### src/rtl/core/tts_pkg.sv
// shared types, constants and saturation helper for the three-band tone shaper
`timescale 1ns / 1ps
`default_nettype none

package tts_pkg;

  // internal signal and state width (signed)
  localparam int DATA_W    = 32;
  // shared multiplier operand widths and product width
  localparam int COEF_OP_W = 32;
  localparam int DATA_OP_W = 34;
  localparam int PROD_W    = COEF_OP_W + DATA_OP_W;
  // working width for rounding, accumulation and saturation
  localparam int ACC_W     = 72;

  // configuration port
  localparam int CFG_IDX_W  = 3;
  localparam int CFG_DATA_W = 25;
  localparam int UCOEF_W    = 23;
  localparam int SCOEF_W    = 25;

  // configuration register indexes
  localparam logic [CFG_IDX_W-1:0] CFG_ENABLED     = 3'd0;
  localparam logic [CFG_IDX_W-1:0] CFG_LP_STEP     = 3'd1;
  localparam logic [CFG_IDX_W-1:0] CFG_BP_GAIN     = 3'd2;
  localparam logic [CFG_IDX_W-1:0] CFG_BP_FEEDBACK = 3'd3;
  localparam logic [CFG_IDX_W-1:0] CFG_HP_POLE     = 3'd4;
  localparam logic [CFG_IDX_W-1:0] CFG_LOW_TARGET  = 3'd5;
  localparam logic [CFG_IDX_W-1:0] CFG_BELL_TARGET = 3'd6;
  localparam logic [CFG_IDX_W-1:0] CFG_HIGH_TARGET = 3'd7;

  // multiply steps of one item, in execution order
  localparam int STEP_W = 3;
  localparam logic [STEP_W-1:0] STEP_LP_UPDATE = 3'd0;
  localparam logic [STEP_W-1:0] STEP_LOW_MIX   = 3'd1;
  localparam logic [STEP_W-1:0] STEP_BP_A1     = 3'd2;
  localparam logic [STEP_W-1:0] STEP_BP_A2     = 3'd3;
  localparam logic [STEP_W-1:0] STEP_BP_B0     = 3'd4;
  localparam logic [STEP_W-1:0] STEP_BELL_MIX  = 3'd5;
  localparam logic [STEP_W-1:0] STEP_HP_UPDATE = 3'd6;
  localparam logic [STEP_W-1:0] STEP_HIGH_MIX  = 3'd7;
  localparam logic [STEP_W-1:0] STEP_LAST      = STEP_HIGH_MIX;

  // saturation bounds for the internal word
  localparam logic signed [ACC_W-1:0] SAT_HI =
    {{(ACC_W-DATA_W+1){1'b0}}, {(DATA_W-1){1'b1}}};
  localparam logic signed [ACC_W-1:0] SAT_LO =
    {{(ACC_W-DATA_W+1){1'b1}}, {(DATA_W-1){1'b0}}};

  // commands from controller to datapath
  typedef struct packed {
    logic              capture;
    logic              mul;
    logic              wb;
    logic              emit;
    logic [STEP_W-1:0] step;
  } cmd_t;

  // status from datapath to controller
  typedef struct packed {
    logic enabled;
  } status_t;

  // clamp a working value to the signed internal word
  function automatic logic signed [DATA_W-1:0] sat32(input logic signed [ACC_W-1:0] v);
    logic signed [DATA_W-1:0] r;
    if (v > SAT_HI) begin
      r = SAT_HI[DATA_W-1:0];
    end else if (v < SAT_LO) begin
      r = SAT_LO[DATA_W-1:0];
    end else begin
      r = v[DATA_W-1:0];
    end
    return r;
  endfunction

endpackage

`default_nettype wire

### src/rtl/core/tts_ctrl.sv
// controller state machine: sequences capture, eight multiply steps for enabled items, and output
`timescale 1ns / 1ps
`default_nettype none

module tts_ctrl (
  input  wire logic            clk_i,
  input  wire logic            rst_ni,
  input  wire logic            in_valid_i,
  output logic                 in_stall_o,
  output logic                 out_valid_o,
  input  wire logic            out_stall_i,
  input  wire tts_pkg::status_t status_i,
  output tts_pkg::cmd_t        cmd_o
);
  import tts_pkg::*;

  localparam logic [1:0] ST_IDLE = 2'd0;
  localparam logic [1:0] ST_MUL  = 2'd1;
  localparam logic [1:0] ST_WB   = 2'd2;
  localparam logic [1:0] ST_DONE = 2'd3;

  logic [1:0]        state_q, state_d;
  logic [STEP_W-1:0] step_q, step_d;
  logic              out_valid_q, out_valid_d;

  // next state and commands
  always_comb begin
    state_d     = state_q;
    step_d      = step_q;
    cmd_o       = '0;
    cmd_o.step  = step_q;
    case (state_q)
      ST_IDLE: begin
        if (in_valid_i) begin
          cmd_o.capture = 1'b1;
          step_d        = STEP_LP_UPDATE;
          state_d       = status_i.enabled ? ST_MUL : ST_DONE;
        end
      end
      ST_MUL: begin
        cmd_o.mul = 1'b1;
        state_d   = ST_WB;
      end
      ST_WB: begin
        cmd_o.wb = 1'b1;
        if (step_q == STEP_LAST) begin
          state_d = ST_DONE;
        end else begin
          step_d  = step_q + 3'd1;
          state_d = ST_MUL;
        end
      end
      ST_DONE: begin
        if (!out_valid_q || !out_stall_i) begin
          cmd_o.emit = 1'b1;
          state_d    = ST_IDLE;
        end
      end
      default: begin
        state_d = ST_IDLE;
      end
    endcase
  end

  // output item valid: set on emit, cleared when taken
  always_comb begin
    out_valid_d = out_valid_q;
    if (cmd_o.emit) begin
      out_valid_d = 1'b1;
    end else if (!out_stall_i) begin
      out_valid_d = 1'b0;
    end
  end

  always_ff @(posedge clk_i or negedge rst_ni) begin
    if (!rst_ni) begin
      state_q     <= ST_IDLE;
      step_q      <= STEP_LP_UPDATE;
      out_valid_q <= 1'b0;
    end else begin
      state_q     <= state_d;
      step_q      <= step_d;
      out_valid_q <= out_valid_d;
    end
  end

  assign in_stall_o  = (state_q != ST_IDLE);
  assign out_valid_o = out_valid_q;

endmodule

`default_nettype wire

### config.mk
export PLATFORM = sky130hd
export DESIGN_NAME = tts_ctrl
export DESIGN_NICKNAME = d
export VERILOG_FILES = /design/src/rtl/core/tts_pkg.sv /design/src/rtl/core/tts_ctrl.sv
export SDC_FILE = /design/constraint.sdc
export NUM_CORES = 1
export LEC_CHECK = 0
export BUFFER_PORTS_ARGS = -buffer_cell sky130_fd_sc_hd__buf_2
export CORE_AREA = 3 3 40 42
export CTS_CLUSTER_DIAMETER = 120
export CTS_CLUSTER_SIZE = 16
export DETAILED_ROUTE_END_ITERATION = 10
export DIE_AREA = 0 0 43 45
export GPL_ROUTABILITY_DRIVEN = 0
export SETUP_SLACK_MARGIN = 0.2
export SLEW_MARGIN = 20
export SYNTH_ARGS = -nofsm -noshare
export SYNTH_HDL_FRONTEND = slang
export SYNTH_SLANG_ARGS = --single-unit
### constraint.sdc
create_clock -name clk_i -period 1.81 [get_ports clk_i]
set_input_delay 0.0905 -clock clk_i [delete_from_list [all_inputs] [get_ports clk_i]]
set_output_delay 0.0905 -clock clk_i [all_outputs]
set_load 0.01 [all_outputs]
# Word-level counts from Yosys, hierarchy flattened
# Index checks and enable logic that the tools add are counted.
word_totals:
  ff_bits: 6
  inputBits: 5
  output_inout_bits: 9
  wordCells: 36
op_classes:
  n_addsub: 1
  eq_ne: 8
  n_mux: 16
  reduce_logical: 8
op_table:
  columns: ["op", "n"]
  rows:
  - ["$mux 1", 8]
  - ["$mux 2", 4]
  - ["$pmux 2 s4", 1]
  - ["$mux 3", 2]
  - ["$ne 2x2->1 const B", 3]
  - ["$pmux 3 s2", 1]
  - ["$eq 2x2->1 const B", 2]
  - ["$reduce_bool 2->1", 2]
  - ["$add 3x1->3 const B", 1]
  - ["$eq 3x3->1 const B", 1]
  - ["$reduce_and 3->1", 1]
  - ["$eq 2x1->1 const B", 1]
  - ["$logic_not 1->1", 2]
  - ["$logic_not 2->1", 1]
  - ["$ne 2x1->1 const B", 1]
  - ["$reduce_and 2->1", 1]
  - ["$logic_or 1x1->1", 1]

# Longest topological paths before layout
logic_depth:
  depth_word: 5
  depth_mapped: 4
  mapped_depth_nobuf: 4

# Least setup slack after synthesis
# No wires, ideal clock.
synth_timing:
  path_kind: "register -> register"
  startpoint: "register step_q[0]"
  endpoint: "register step_q[0]"
  setup_time_ps: 124
  t_arrival_ps: 1310
  required_ps: 1686
  path_slack_ps: 376
  stages_incl_launch_ff: 5
  path_buffers: 0
  synth_period_minus_slack_ps: 1434
  cell_sequence: "dfrtp_1 ha_1 ha_1 and3_1 a211o_1"
synth_between:
  elab_chain_len: 3
  elab_cells_between_ends: 6
  classes_between: "add/sub (1); eq/ne (2); mux (2); reduce/logical (1)"
synth_lines:
  columns: ["element", "line_no", "source"]
  rows:
  - ["start, declared", "tts_ctrl.sv:23", "logic [STEP_W-1:0] step_q, step_d;"]
  - ["start signal, assigned", "tts_ctrl.sv:82", "step_q <= step_d;"]
  - ["$add 3x1->3 or $eq 3x3->1 (tied branches)", "tts_ctrl.sv:49, tts_ctrl.sv:46", null]
  - ["$mux 3 or $ne 2x2->1 (tied branches)", null, null]
  - ["$pmux 3 s2 or $reduce_and 3->1 (tied branches)", null, null]
# Parallel ways exist; a longest one is shown, timed or not. The select of a mux whose other input is x is not followed.
# A chain may end at the register's enable or synchronous reset.

# Worst setup path after layout
# Ends and elaborated chain as after synthesis.

==> results.md <==
- The run finished with clean final reports.
- The die is 45 um tall.
- The post-synth design cell area is 364.1 sq um.
- The relative max-transition margin is 77.47%.
- The share of cells above drive strength 1 is 36.73%.
- In this run the number of H-tree levels came out at 1.
- The half-perimeter wire length after detailed placement is 581 um.
- Summed over all failing endpoints, the final setup total negative slack is 0 ns.
- In this run, synthesis produced a sequential element count of 6.
- For the final database, setup skew stands at 0.002213 ns.
- The worst path meets setup with 0.3401 ns of slack.
- The required time of the worst setup path is 1.93 ns.
- In the global route stage, overall resource usage came out at 8.801%.
- Yosys printed 0 warnings.
- The cell area after placement is 424.2 sq um.
- The area of the placeable core is 0.001285 sq mm.
- In the final design database the tool counted 58 nets.
- At the placement stage, the worst setup path has a slack of 0.3434 ns.
- The area growth from synthesis to layout is 25.43%.
- The end of the worst hold path is out_valid_o.
- Based on the critical path, the design can be clocked at up to 680.3 MHz.
- Wires add up to 701 um.
- STA classifies the critical path endpoint as a register.
- Along the worst path, the maximum fanout reaches 7.
- The I/O pin total is 14.
- The tree is rooted in a sky130_fd_sc_hd__clkbuf_4.
- Counting the fill cells in the layout gives 144.
- The per-instance average area after synthesis is 10.40 sq um.
- Ranked by total cell area, the synthesized netlist is headed by sky130_fd_sc_hd__dfrtp_1, sky130_fd_sc_hd__a211o_1, sky130_fd_sc_hd__ha_1.
- In the final routed layout, each cell accounts on average for 10.95 um.
- The initial antenna violation count is 0.
- The global route total overflow is 0.
- The port buffer count is 13.
- Entering global routing, the biggest net connects 16 pins.
- The measured slew at the worst slew-check pin is 0.3380 ns.
- The reg-to-reg critical path endpoint is step_q[0].
- The analysis attributes to cell leakage a power of 0.2687 nW.
- The largest area contributor in the synthesized netlist is sky130_fd_sc_hd__dfrtp_1.
- The area share of the largest cell type after synthesis is 41.24%.
- The launch point of the worst hold path is out_stall_i.
- Using the TritonRoute via totals, the vias-per-cell ratio works out to 4.844.
- The worst register-to-register path begins at step_q[0].
- Detailed routing inserted a total of 310 vias.
- The iteration count of the initial detailed-routing pass is 2.
- The number of failing hold endpoints at the final stage is 0.
- The CTS tree is built.
- Counting I/O delays and the setup requirement, the final critical path takes 1.470 ns.
- The floorplan has 13 rows.
- For this block, the initial DRC count from the detailed router was 5.
- The DRC violations left is 0.
- After layout, the design draws a total of 0.0007423 W.
- The width of the chip is 43 um.
- The worst voltage drop across the vdd grid is 0.4300 mV.
- The category of the critical setup timing path is reg -> reg.
- The worst register-to-register path has a setup slack of 0.34 ns.
- The number of nets with antenna violations after routing is 0.
- In this run the worst hold path is classified as in -> reg.
- The number of violations of the max-capacitance limit is 0.
- After technology mapping, the gate count stands at 35.
- The worst hold path was traced through 3 stages.
- The maximum clock insertion buffer count is 2.
- The starting utilization of the core area is 28.33%.
- Measured in cells, the most critical reg-to-reg path has a length of 4.
- Power spread over the standard cell area amounts to 1625 mW/mm^2.
- The number of antenna diodes is 0.
- The count of unique library cells instantiated by Yosys is 21.
- The total of endpoints with negative setup slack in the final report is 0.
- In the layout the commonest cells are sky130_fd_sc_hd__buf_2, sky130_fd_sc_hd__dfrtp_1, sky130_fd_sc_hd__nand2_1.
- The final cycle utilization of the critical path is 81.21%.
- The clock reaches the later pin of the worst-skew pair after 0.24 ns.
- The die covers 0.001935 sq mm.
- The number of global-route vias before repair came to 302.
- The post-route standard cell area excluding fillers is 456.7 sq um.
- Counting every net in the synthesized netlist gives 42.
- The CTS buffer count is 3.
- Setup repair after global routing left no endpoint under its margin.
- Clock-pin slew was measured on the worst setup and hold paths at 0.04 ns.
- The first global-routing pass estimated 1.255 mm of wire.
- The post-CTS setup repair buffer count is 0.
- Leaving out fill and tap cells, the most frequent cell in the layout is sky130_fd_sc_hd__buf_2.
- The worst setup path is launched from a register.
- The share of the Yosys chip area taken by registers is 41.24%.
- The number of max-slew violations in the final report is 0.
- The total clock sinks is 6.
- The worst endpoint data arrival time is 1.59 ns.
## through the flow
| stage | cells | util [%] | hold slack (ns) |
|---|---|---|---|
| final | 64 | 35.54 | 0.1136 |
| after global routing | 64 | 35.54 | 0.1435 |
| after CTS | 64 | 35.54 | 0.1138 |
| after detailed placement | 60 | 33.01 | -0.08056 |
| after global placement | 60 | 33.01 | -0.08269 |
| after floorplan | 35 | - | -0.2051 |
## routing by layer
layer	vias to the layer above	GRT usage [%]	routed length (um)
li1	155	-	-
met4	0	3.614	0
met3	0	3.984	55
met1	147	9.582	285
met2	8	14.97	361
met5	-	0	0
## cell type report
| cell class | instances | area (sq um) | area share (%) |
|---|---|---|---|
| inverters | 1 | 3.754 | 0.8219 |
| well taps | 15 | 18.77 | 4.110 |
| multi-input cells | 25 | 186.4 | 40.82 |
| clock buffers | 3 | 22.52 | 4.932 |
| flip-flops and latches | 6 | 150.1 | 32.88 |
| repair buffers | 14 | 75.07 | 16.44 |
## cell families after synthesis
logic type / share of synthesized area, %
fa+ha+maj: 6.872
compound gates: 14.44
flops: 41.24
simple gates: 29.90
buf+inv: 7.558
## report_power, final
group / leakage [nW] / total [W] / switching [W] / internal (W)
Clock: 0.0138 / 0.000115 / 0.0000408 / 0.0000745
Combinational: 0.179 / 0.000328 / 0.000153 / 0.000175
Sequential: 0.0756 / 0.000299 / 0.000103 / 0.000196
## sequential cells by signal, summed over array words and instances, names as in the netlist
name / count
state_q: 2
out_valid_o: 1
step_q: 3
## repair_timing
item / CTS / global route
endpoints found under the hold margin: 6 / 0
endpoints found under the setup margin: 0 / 0
hold buffers: 1 / 0
resized for setup: 0 / 0
## synth_stat cells
library cell               number
sky130_fd_sc_hd__dfrtp_1        6
sky130_fd_sc_hd__nand2_1        4
sky130_fd_sc_hd__a211o_1        3
sky130_fd_sc_hd__and3_1         3
sky130_fd_sc_hd__a21oi_1        2
sky130_fd_sc_hd__ha_1           2
sky130_fd_sc_hd__a32oi_1        1
sky130_fd_sc_hd__and2b_1        1
sky130_fd_sc_hd__and4bb_2       1
sky130_fd_sc_hd__buf_2          1
sky130_fd_sc_hd__buf_4          1
sky130_fd_sc_hd__buf_6          1
sky130_fd_sc_hd__inv_1          1
sky130_fd_sc_hd__nand3_1        1
sky130_fd_sc_hd__nor2_1         1
sky130_fd_sc_hd__nor2b_1        1
sky130_fd_sc_hd__nor4b_2        1
sky130_fd_sc_hd__nor4bb_1       1
sky130_fd_sc_hd__o21bai_1       1
sky130_fd_sc_hd__or2_1          1
sky130_fd_sc_hd__or3b_1         1
## worst max path at each step
stage / from / endpoint / slack [ns] / cells after the start
finish: step_q[0] / step_q[0] / 0.34 / 4
global route: step_q[0] / step_q[0] / 0.24 / 4
CTS: step_q[0] / step_q[0] / 0.34 / 4
detailed placement: step_q[0] / step_q[0] / 0.34 / 4
global placement: step_q[0] / step_q[0] / 0.39 / 4
floorplan: step_q[0] / step_q[0] / 0.38 / 4
## worst max-delay path, stage by stage (launching register included)
cell and delay, ns:
sky130_fd_sc_hd__dfrtp_1 0.41, sky130_fd_sc_hd__ha_1 0.22, sky130_fd_sc_hd__ha_1 0.25, sky130_fd_sc_hd__and3_1 0.21
sky130_fd_sc_hd__a211o_1 0.26
No activity file was read; power rests on OpenSTA's default activity.
